<file path="src/hdl/scsa_pkg.sv">
`default_nettype none
package scsa_pkg;

	localparam int NUM_CLASSES     = 64;
	localparam int SLOT_BASE_BYTES = 8;
	localparam int BLOCK_BYTES     = 4096;
	localparam int ARENA_BYTES     = 65536;

	localparam int SLOT_SHIFT  = $clog2(SLOT_BASE_BYTES);
	localparam int TOTAL_UNITS = ARENA_BYTES / SLOT_BASE_BYTES;
	localparam int BLOCK_UNITS = BLOCK_BYTES / SLOT_BASE_BYTES;
	localparam int MAX_SIZE    = NUM_CLASSES * SLOT_BASE_BYTES;

	localparam int CLS_W  = (NUM_CLASSES > 1) ? $clog2(NUM_CLASSES) : 1;
	localparam int UNIT_W = $clog2(TOTAL_UNITS);
	localparam int CUR_W  = UNIT_W + 1;
	localparam int LINK_W = UNIT_W + 1;

	localparam logic [31:0] ARENA_BASE_RESET = 32'h0001_0000;

	localparam logic [2:0] ST_OK        = 3'd0;
	localparam logic [2:0] ST_IGNORED   = 3'd1;
	localparam logic [2:0] ST_TOO_LARGE = 3'd2;
	localparam logic [2:0] ST_OOM       = 3'd3;
	localparam logic [2:0] ST_BAD_ADDR  = 3'd4;

	localparam logic CMD_ALLOC = 1'b0;
	localparam logic CMD_FREE  = 1'b1;

	typedef struct packed {
		logic        command;
		logic [15:0] size_bytes;
		logic [31:0] free_address;
	} scsa_in_t;

	typedef struct packed {
		logic [31:0] slot_address;
		logic [2:0]  status;
	} scsa_out_t;

	// controller to datapath
	typedef struct packed {
		logic accept;
		logic exec;
		logic link_rd;
		logic pop;
		logic take;
		logic hold;
		logic emit;
	} scsa_cmd_t;

	// datapath to controller
	typedef struct packed {
		logic need_pop;
		logic out_free;
	} scsa_stat_t;

endpackage
`default_nettype wire

</file>
<file path="src/hdl/scsa_ctrl.sv">
`default_nettype none
module scsa_ctrl (
	input  wire logic               clk,
	input  wire logic               arst_n,
	input  wire logic               in_valid,
	output logic                    in_ready,
	input  wire scsa_pkg::scsa_stat_t st,
	output scsa_pkg::scsa_cmd_t     cmd
);
	import scsa_pkg::*;

	localparam logic [1:0] S_IDLE = 2'd0;
	localparam logic [1:0] S_EXEC = 2'd1;
	localparam logic [1:0] S_POP  = 2'd2;
	localparam logic [1:0] S_EMIT = 2'd3;

	logic [1:0] state_q;
	logic [1:0] state_d;

	always_comb begin
		cmd      = '0;
		in_ready = 1'b0;
		state_d  = state_q;
		unique case (state_q)
			S_IDLE: begin
				in_ready = 1'b1;
				if (in_valid) begin
					cmd.accept = 1'b1;
					state_d    = S_EXEC;
				end
			end
			S_EXEC: begin
				cmd.exec = 1'b1;
				if (st.need_pop) begin
					cmd.link_rd = 1'b1;
					state_d     = S_POP;
				end else if (st.out_free) begin
					cmd.take = 1'b1;
					state_d  = S_IDLE;
				end else begin
					cmd.hold = 1'b1;
					state_d  = S_EMIT;
				end
			end
			S_POP: begin
				cmd.pop = 1'b1;
				if (st.out_free) begin
					cmd.take = 1'b1;
					state_d  = S_IDLE;
				end else begin
					cmd.hold = 1'b1;
					state_d  = S_EMIT;
				end
			end
			S_EMIT: begin
				if (st.out_free) begin
					cmd.emit = 1'b1;
					state_d  = S_IDLE;
				end
			end
			default: begin
				state_d = S_IDLE;
			end
		endcase
	end

	always_ff @(posedge clk or negedge arst_n) begin
		if (!arst_n) begin
			state_q <= S_IDLE;
		end else begin
			state_q <= state_d;
		end
	end

endmodule
`default_nettype wire

</file>
<file path="config.mk">
export PLATFORM = sky130hd
export DESIGN_NAME = scsa_ctrl
export DESIGN_NICKNAME = d
export VERILOG_FILES = /design/src/hdl/scsa_pkg.sv /design/src/hdl/scsa_ctrl.sv
export SDC_FILE = /design/constraint.sdc
export NUM_CORES = 1
export LEC_CHECK = 0
export BUFFER_PORTS_ARGS = -buffer_cell sky130_fd_sc_hd__buf_4
export CORE_AREA = 5 5 42 44
export CTS_CLUSTER_SIZE = 20
export DETAILED_ROUTE_END_ITERATION = 16
export DIE_AREA = 0 0 47 49
export PLACE_DENSITY = 0.41
export SYNTH_ARGS = -nofsm -noshare
export SYNTH_HDL_FRONTEND = slang
export SYNTH_SLANG_ARGS = --single-unit
</file>
<file path="constraint.sdc">
create_clock -name clk -period 1.8 [get_ports clk]
set_clock_uncertainty 0.15 [all_clocks]
set_input_delay 0.27 -clock clk [delete_from_list [all_inputs] [get_ports clk]]
set_output_delay 0.27 -clock clk [all_outputs]
set_load 0.02 [all_outputs]
</file>
# Yosys cells after proc, flatten, opt, wreduce, memory -nomap -nowiden
# Cells that the tools add are included.
# W data, S select, Z words.
[op_classes]
n_addsub = 0
multipliers = 0
n_div = 0
magnitude_cmp = 0
n_eq_ne = 5
shifts = 0
muxes = 16
bitwise = 0
n_reduce_logical = 2
[ops]
columns = ["op", "count"]
rows = [
  ["$mux W2", 6],
  ["$mux W1", 8],
  ["$pmux W2 S4", 1],
  ["$eq A2 B2 Y1 const B", 2],
  ["$ne A2 B2 Y1 const B", 2],
  ["$pmux W2 S2", 1],
  ["$eq A2 B1 Y1 const B", 1],
  ["$logic_not A2 Y1", 1],
  ["$reduce_and A2 Y1", 1],
]
[word_totals]
register_bits = 2
latchBits = 0
ram_bits = 0
mem_bits_ro = 0
output_inout_bits = 8
n_memories = 0

# Longest topological paths before layout
# Gate-level depths: netlist of run 1.
[logic_depth]
word_depth = 3
ltp_mapped = 5
mapped_depth_nobuf = 5

# Worst setup path after synthesis of run 1
# No wires, ideal clock.
[synth_path]
path_type = "reg2out"
start = "register state_q[1]"
end = "output port cmd[1] (netlist bit)"
arrival_ps = 1352
setup_slack_ps = 28
stages_incl_launch_ff = 6
n_path_buf = 0
cell_sequence = "dfrtp_1 inv_1 ha_1 nor2b_2 o21ai_1 nor2_1"
[synth_lines]
columns = ["element", "line", "source"]
rows = [
  ["start: declaration", "scsa_ctrl.sv:17", "logic [1:0] state_q;"],
  ["start signal: assignment", "scsa_ctrl.sv:71", "state_q <= state_d;"],
  ["end: declaration", "scsa_ctrl.sv:8", "output scsa_pkg::scsa_cmd_t cmd"],
]

==> metrics, run 1 <==
pin count of the biggest net entering global routing=7; first-pass GRT wire length=903 um; CTS tree=built; CP endpoint kind=output pin; Final Hold Violating Endpoints=0; row cnt=14; slowest stage cell, crit path=dfrtp_1; 1st-pass router iterations=1; Worst Setup Start Kind=register; Arr. time, crit path=1.30 ns; Worst Path Max Fanout=3; Die Height=49 um; grt ovf=0; initial antenna violation count=0; die width=47 um; Initial Utilization=15.4%; main area contributors after synthesis=dfrtp_1, ha_1, and2_1, a21oi_1, inv_1; number of remaining DRC errors=0; die area=2300 um^2; RR Endpoint=state_q[1]$_DFFE_PN0P_; # IOs=13; outcome=complete, no violations; Clock Sink Count=2; WL per Instance=9.40 um; routed vias=245; worst rel slew slack=87.3%; H-tree depth=1; RSZ-0062 raised after global routing=true; Fin Setup TNS=0 ns; vias in the first global route=229; Final ANT Viol Nets=0; Fillers=163; Synth-to-Final Area Change=93.0%; Crit Path Class=reg2out; max-slew violation count=0; syn_nets=36; Reg-to-Reg Start=state_q[0]$_DFFE_PN0P_; syn avg cell area=7.97 um^2; area leader, netlist=dfrtp_1; number of flip-flops in the largest register=2; initial detailed-routing violation count=0; Worst Reg-to-Reg Cells=4; Ys Warns=0; MaxCap Viol Count=0; critical-path cell list=inv_2, ha_4, nor2b_4, o21ai_2, nor2_1, buf_4; Worst VDD drop=499 uV; Tmin final=1.72 ns; PwrDens=1560 nW/um^2; hpwl dp=433 um; Regs by FF count=state_q x2; synth unique cells=13; Tcrit/Tclk final=95.7%; Worst Tran Pin Value=0.190 ns; CORE AREA=1400 um^2; Mapped Cells=27; placer congestion estimate=0.636; utilization after layout=29.6%; sequential element share of the synthesized area=23.3%; vias per cell=3.89; clock-pin slew on the worst setup and hold paths=0.03 ns; total power draw=0.648 mW; # port buffers=12; Fmax achieved=581 MHz; HP Class=in2async; R2R Setup Slk=0.37 ns; Clock Latency Late Sink=0.22 ns; Leak=0.205 nW; clk buf depth=2; most common cell after layout, fill and taps aside=buf_4; synthesis-stage register bit count=2; root buf cell=clkbuf_4; Largest Register=state_q; share of cells above drive strength 1=55.3%; CP required=1.38 ns; total wire length=592 um; gr usage total=5.91%; post-synth top area share=23.3%; TritonCTS Buffers=3; final setup fails=0; synthesized area=215 um^2; crit-path max cell delay=0.39 ns; Ant. Diodes=0; Final nets=58
-- cell usage after synthesis (all sizes together) --
cell	number
a21oi	3
and2	3
dfrtp	2
ha	4
inv	4
nand2b	2
nand3	1
nor2	3
nor2b	1
o21ai	1
o21bai	1
o31a	1
o31ai	1
-- timing repair --
action | 4_1_cts | 5_1_grt
resized for setup | 1 | 7
endpoints found under the hold margin | 2 | 0
setup buffers | 0 | 3
pin swaps | 0 | 2
endpoints found under the setup margin | 2 | 2
hold buffers | 1 | 0
-- per-stage QoR --
stage	cell area [um^2]	worst slack [ns]	instances	hold WS [ns]
after floorplan	215	0.0278	27	-0.176
after global placement	333	0.249	56	-0.0960
after CTS	369	0.0182	60	0.202
after detailed placement	333	0.237	56	-0.0966
after global routing	415	-0.0283	63	0.210
final	415	0.0781	63	0.217
-- per-layer routing --
layer | global-route usage (%) | up-vias | share of wire [%]
met2 | 8.37 | 9 | 51
met5 | 0 | - | 0
met1 | 5.26 | 105 | 36
li1 | - | 129 | -
met4 | 6.91 | 0 | 2.5
met3 | 2.95 | 2 | 9.8
-- layout make-up --
class	instances	area, um^2	share of cell area, %
clock buffer	3	22.5	5.42
inverter	4	15.0	3.61
multi-input combinational	21	176	42.5
sequential	2	51.3	12.3
tap	16	20.0	4.82
timing repair buffer	17	130	31.3
-- power breakdown --
part / internal, mW / switching [mW]
clock network: 0.0735 / 0.0254
registers: 0.0677 / 0.0260
logic: 0.227 / 0.229
-- critical path: cells and delay by family (launching register included) --
| kind | cells | cell delay, ns |
|---|---|---|
| compound gates | 1 | 0.06 |
| fa+ha+maj | 1 | 0.13 |
| buf+inv | 2 | 0.25 |
| flops | 1 | 0.39 |
| simple gates | 2 | 0.25 |
-- cells by family after synthesis --
group           count (synthesis)  share of synthesized area [%]
compound gates                  7                           20.3
fa+ha+maj                       4                           23.3
buf+inv                         4                           6.97
simple gates                   10                           26.2
flops                           2                           23.3
-- worst max path at each step --
stage	start	endpoint	slack [ns]	cells after the start
finish	state_q[1]$_DFFE_PN0P_	cmd[2]	0.08	6
global route	state_q[1]$_DFFE_PN0P_	cmd[2]	-0.03	6
CTS	state_q[1]$_DFFE_PN0P_	cmd[2]	0.02	6
detailed placement	state_q[0]$_DFFE_PN0P_	cmd[2]	0.24	5
global placement	state_q[0]$_DFFE_PN0P_	cmd[2]	0.25	5
floorplan	state_q[1]$_DFFE_PN0P_	cmd[1]	0.03	5
Power figures use the tool's default switching activity.
==> inputs of run 2 (changes only) <==
--- a/config.mk
+++ b/config.mk
@@ -6,11 +6,10 @@
 export NUM_CORES = 1
 export LEC_CHECK = 0
 export BUFFER_PORTS_ARGS = -buffer_cell sky130_fd_sc_hd__buf_4
-export CORE_AREA = 5 5 42 44
+export CORE_AREA = 2 2 39 41
 export CTS_CLUSTER_SIZE = 20
 export DETAILED_ROUTE_END_ITERATION = 16
-export DIE_AREA = 0 0 47 49
-export PLACE_DENSITY = 0.41
+export DIE_AREA = 0 0 41 43
 export SYNTH_ARGS = -nofsm -noshare
 export SYNTH_HDL_FRONTEND = slang
 export SYNTH_SLANG_ARGS = --single-unit
==> metrics, run 2 (synthesis gave the netlist of run 1 again) <==
outcome=complete, no violations; CORE AREA=1380 um^2 (-1.2%); top sig layer=met3; die width=41 um (-13%); Largest Register=state_q; Fmax achieved=572 MHz (-1.4%); Worst VDD drop=440 uV (-12%); clk buf depth=2 (unchanged); hpwl dp=412 um (-5.0%); H-tree depth=1 (unchanged); HP Class=in2async; row cnt=14 (unchanged); share of cells above drive strength 1=46.7% (-8.7 points); WL met3=35 um (-40%); Regs by FF count=state_q x2; TritonCTS Buffers=3 (unchanged); placer congestion estimate=0.657 (+3.3%); die area=1760 um^2 (-23%); max-slew violation count=0 (unchanged); Final nets=56 (-3.4%); MaxCap Viol Count=0 (unchanged); clock-pin slew on the worst setup and hold paths=0.03 ns (about the same); grt ovf=0 (unchanged); Fillers=158 (-3.1%); Worst Path Max Fanout=4 (+1); 1st-pass router iterations=4 (+3); Tmin final=1.75 ns (+0.0249 ns); Arr. time, crit path=1.33 ns (+0.03 ns); most common cell after layout, fill and taps aside=buf_4; # IOs=13 (unchanged); WL per Instance=8.74 um (-7.0%); number of remaining DRC errors=0 (unchanged); slowest stage cell, crit path=dfrtp_1; Leak=0.200 nW (-2.4%); pin count of the biggest net entering global routing=7 (unchanged); total wire length=533 um (-10%); FF+latch area=50.0 um^2 (-2.4%); initial antenna violation count=0 (unchanged); worst rel slew slack=83.7% (-3.6 points); Tcrit/Tclk final=97.0% (+1.4 points); Fin Setup TNS=0 ns (unchanged); Worst Setup SP=state_q[0]$_DFFE_PN0P_; Worst Tran Pin Value=0.243 ns (+0.0530 ns); met1 wire length=213 um (-0.47%); crit-path max cell delay=0.41 ns (+0.02 ns); CP required=1.38 ns (about the same); routed vias=236 (-3.7%); vias in the first global route=224 (-2.2%); critical-path cell list=buf_4, ha_1, and2_1, buf_4; vias per cell=3.87 (-0.52%); number of flip-flops in the largest register=2 (unchanged); Final Hold Violating Endpoints=0 (unchanged); Clock Latency Late Sink=0.22 ns (about the same); PwrDens=1590 nW/um^2 (+2.1%); Worst Setup Start Kind=register; first-pass GRT wire length=807 um (-11%); crit path buf inv count=2 (unchanged); Crit Path Class=reg2out; Final ANT Viol Nets=0 (unchanged); Initial Utilization=15.6% (+0.19 points); RR Endpoint=state_q[0]$_DFFE_PN0P_; kind of cell adding the most delay to the critical path=flip-flops; RSZ-0062 raised after global routing=false; multi-input logic area=171 um^2 (-2.8%); Worst Reg-to-Reg Cells=4 (unchanged); Die Height=43 um (-12%); gr usage total=7.44% (+1.5 points); Clock Sink Count=2 (unchanged); Ant. Diodes=0 (unchanged); initial detailed-routing violation count=3 (+3); WL met2=283 um (-6.6%); Crit path top cell by count=buf_4; Synth-to-Final Area Change=83.1%; final setup fails=0 (unchanged); total power draw=0.628 mW (-3.1%); root buf cell=clkbuf_4; Reg-to-Reg Start=state_q[0]$_DFFE_PN0P_; # port buffers=12 (unchanged); R2R Setup Slk=0.33 ns (-0.04 ns); CP endpoint kind=output pin; CTS tree=built
[run 2: how the worst max path moves through the flow]
stage,to,depth (start not counted)
after floorplan,cmd[1],5
after global placement,cmd[2],5
after detailed placement,cmd[1],6
after CTS,cmd[1],6
after global routing,cmd[0],4
final,cmd[0],4
[run 2: power by group]
part	total [mW]	switching [mW]	internal (mW)
combinational	0.439	0.225	0.214
sequential	0.0880	0.0227	0.0653
clock	0.101	0.0269	0.0737
total	0.628	0.274	0.353
[run 2: through the flow]
stage               instances  hold WS, ns  setup slack, ns  utilization, %  cell area [um^2]
floorplan                  27       -0.176           0.0278               -               215
global placement           55      -0.0958            0.214            23.5               325
detailed placement         55      -0.0962            0.162            23.5               325
CTS                        60        0.202           0.0159            27.3               378
global route               61        0.213         0.000883            28.5               394
finish                     61        0.212           0.0532            28.5               394
[run 2: cell type report]
type	instances	area share, %
multi-input cells	21	43.5
flip-flops and latches	2	12.7
well taps	16	5.08
inverters	4	3.81
repair buffers	15	29.2
clock buffers	3	5.71
[run 2: per-layer routing]
layer / track usage [%] / vias to the layer above
met4: 8.00 / 0
met3: 3.14 / 0
met2: 10.3 / 7
met5: 0 / -
li1: - / 126
met1: 7.42 / 103
[run 2: timing repair]
item	CTS	global route
endpoints found under the hold margin	2	0
endpoints found under the setup margin	2	2
setup buffers	1	1
gates resized for setup	3	2
pin swaps	0	1
cloned	0	0
hold buffers	1	0
==> inputs of run 3 (changes only) <==
==> constraint.sdc (replaced) <==
create_clock -name clk -period 1.8 [get_ports clk]
set_clock_uncertainty 0.15 [all_clocks]
set_input_delay 0.09 -clock clk [delete_from_list [all_inputs] [get_ports clk]]
set_output_delay 0.09 -clock clk [all_outputs]
set_load 0.02 [all_outputs]
==> metrics, run 3 (synthesis gave the netlist of run 1 again) <==
vias in the first global route=218 (-2.7%); Crit Path Class=reg2out; TritonCTS Buffers=3 (unchanged); most frequent cells in the layout=buf_4, inv_1, ha_1; # port buffers=12 (unchanged); Initial Utilization=15.6% (unchanged); CP required=1.56 ns (+0.18 ns); number of flip-flops in the largest register=2 (unchanged); MaxCap Viol Count=0 (unchanged); Final ANT Viol Nets=0 (unchanged); vias per cell=3.83 (-0.99%); die area=1760 um^2 (unchanged); # IOs=13 (unchanged); share of cells above drive strength 1=37.2% (-9.5 points); HP Class=in2async; pin count of the biggest net entering global routing=7 (unchanged); Power Internal=0.300 mW (-15%); Final Cell Area=358 um^2 (-9.2%); Tcrit/Tclk final=93.0% (-4.0 points); die width=41 um (unchanged); Final nets=54 (-3.6%); Worst Path Max Fanout=5 (+1); CTS tree=built; Arr. time, crit path=1.43 ns (+0.10 ns); WL per Instance=8.27 um (-5.3%); Reg-to-Reg Start=state_q[1]$_DFFE_PN0P_; Worst Tran Pin Value=0.225 ns (-0.0179 ns); placer congestion estimate=0.709 (+8.0%); most common cell after layout, fill and taps aside=buf_4; row cnt=14 (unchanged); worst rel slew slack=84.9% (+1.2 points); Fin Setup TNS=0 ns (unchanged); number of remaining DRC errors=0 (unchanged); 1st-pass router iterations=1 (-3); CORE AREA=1380 um^2 (unchanged); Leak=0.186 nW (-7.0%); post_cts resized=0 (-3); Synth-to-Final Area Change=66.3%; initial antenna violation count=0 (unchanged); R2R Setup Slk=0.35 ns (+0.02 ns); Worst Reg-to-Reg Cells=5 (+1); placed cell areas=325 um^2 (unchanged); Fmax achieved=597 MHz (+4.3%); first-pass GRT wire length=759 um (-5.9%); RSZ-0062 raised after global routing=false; Largest Register=state_q; hold slack=0.0376 ns (-0.174 ns); Flop pwr share=15.6% (+1.6 points); routed vias=226 (-4.2%); Tmin final=1.67 ns (-0.0722 ns); Clock Sink Count=2 (unchanged); Ant. Diodes=0 (unchanged); Fillers=155 (-1.9%); Psw=0.245 mW (-11%); final setup fails=0 (unchanged); CP endpoint kind=output pin; Sw Share=45.0% (+1.3 points); Final Hold Violating Endpoints=0 (unchanged); clk buf depth=2 (unchanged); H-tree depth=1 (unchanged); Clock Latency Late Sink=0.22 ns (about the same); initial detailed-routing violation count=0 (-3); outcome=complete, no violations; PwrDens=1520 nW/um^2 (-4.4%); clock-pin slew on the worst setup and hold paths=0.03 ns (about the same); Worst VDD drop=394 uV (-10%); Worst Setup Start Kind=register; Regs by FF count=state_q x2; grt ovf=0 (unchanged); Die Height=43 um (unchanged); RR Endpoint=state_q[0]$_DFFE_PN0P_; gr usage total=6.83% (-0.61 points); max-slew violation count=0 (unchanged); Clk network pwr share=17.8% (+1.8 points); root buf cell=clkbuf_4; total wire length=488 um (-8.4%); Comb power frac=66.6% (-3.3 points)
-- run 3: changes by cell type in the layout (fill, tap and decap cells not counted), sizes merged --
cell  change
buf       -2
-- run 3: critical path: stages, from the launching register on --
cell and delay, ns:
dfrtp_1 0.39, inv_1 0.10, ha_1 0.22, nor2b_2 0.18, o21ai_1 0.08, nor2_1 0.09
buf_4 0.14
-- run 3: cell type report --
| class | instances | area (um^2) | share of cell area [%] |
|---|---|---|---|
| Timing Repair Buffer | 13 | 100 | 28.0 |
| Clock buffer | 3 | 22.5 | 6.29 |
| Tap cell | 16 | 20.0 | 5.59 |
| Inverter | 4 | 15.0 | 4.20 |
| Sequential cell | 2 | 50.0 | 14.0 |
| Multi-Input combinational cell | 21 | 150 | 42.0 |
-- run 3: repair_timing --
action                                 4_1_cts  5_1_grt
hold buffers                                 1        0
setup endpoints to repair                    0        0
endpoints found under the hold margin        2        0
buffers inserted                             0        0
-- run 3: stage by stage --
| stage | cells | power, mW | setup slack (ns) | util (%) |
|---|---|---|---|---|
| 2_1_floorplan | 27 | 0.323 | 0.208 | - |
| 3_3_place_gp | 55 | 0.446 | 0.362 | 23.5 |
| 3_5_place_dp | 55 | 0.450 | 0.332 | 23.5 |
| 4_1_cts | 59 | 0.560 | 0.0892 | 25.9 |
| 5_1_grt | 59 | 0.596 | 0.00525 | 25.9 |
| 6_report | 59 | 0.545 | 0.125 | 25.9 |
-- run 3: power groups by stage --
stage / sequential (mW) / combinational [mW] / clock (mW)
3_5_place_dp: 0.0861 / 0.364 / 0
6_report: 0.0850 / 0.363 / 0.0970
2_1_floorplan: 0.0804 / 0.243 / 0
5_1_grt: 0.0868 / 0.399 / 0.109
4_1_cts: 0.0856 / 0.368 / 0.106
3_3_place_gp: 0.0836 / 0.363 / 0
-- run 3: worst max path at each step --
| stage | start | end | slack (ns) | cells after the start |
|---|---|---|---|---|
| after floorplan | state_q[1]$_DFFE_PN0P_ | cmd[1] | 0.21 | 5 |
| after global placement | state_q[1]$_DFFE_PN0P_ | state_q[0]$_DFFE_PN0P_ | 0.36 | 5 |
| after detailed placement | state_q[1]$_DFFE_PN0P_ | cmd[2] | 0.33 | 6 |
| after CTS | state_q[1]$_DFFE_PN0P_ | cmd[2] | 0.09 | 6 |
| after global routing | state_q[1]$_DFFE_PN0P_ | cmd[2] | 0.005 | 6 |
| final | state_q[1]$_DFFE_PN0P_ | cmd[2] | 0.13 | 6 |
-- run 3: per-layer routing --
layer / track usage, % / vias up / routed length (um)
met5: 0 / - / 0
met4: 8.00 / 0 / 0
met3: 3.14 / 0 / 46
met2: 10.6 / 7 / 274
met1: 5.14 / 98 / 167
li1: - / 121 / -
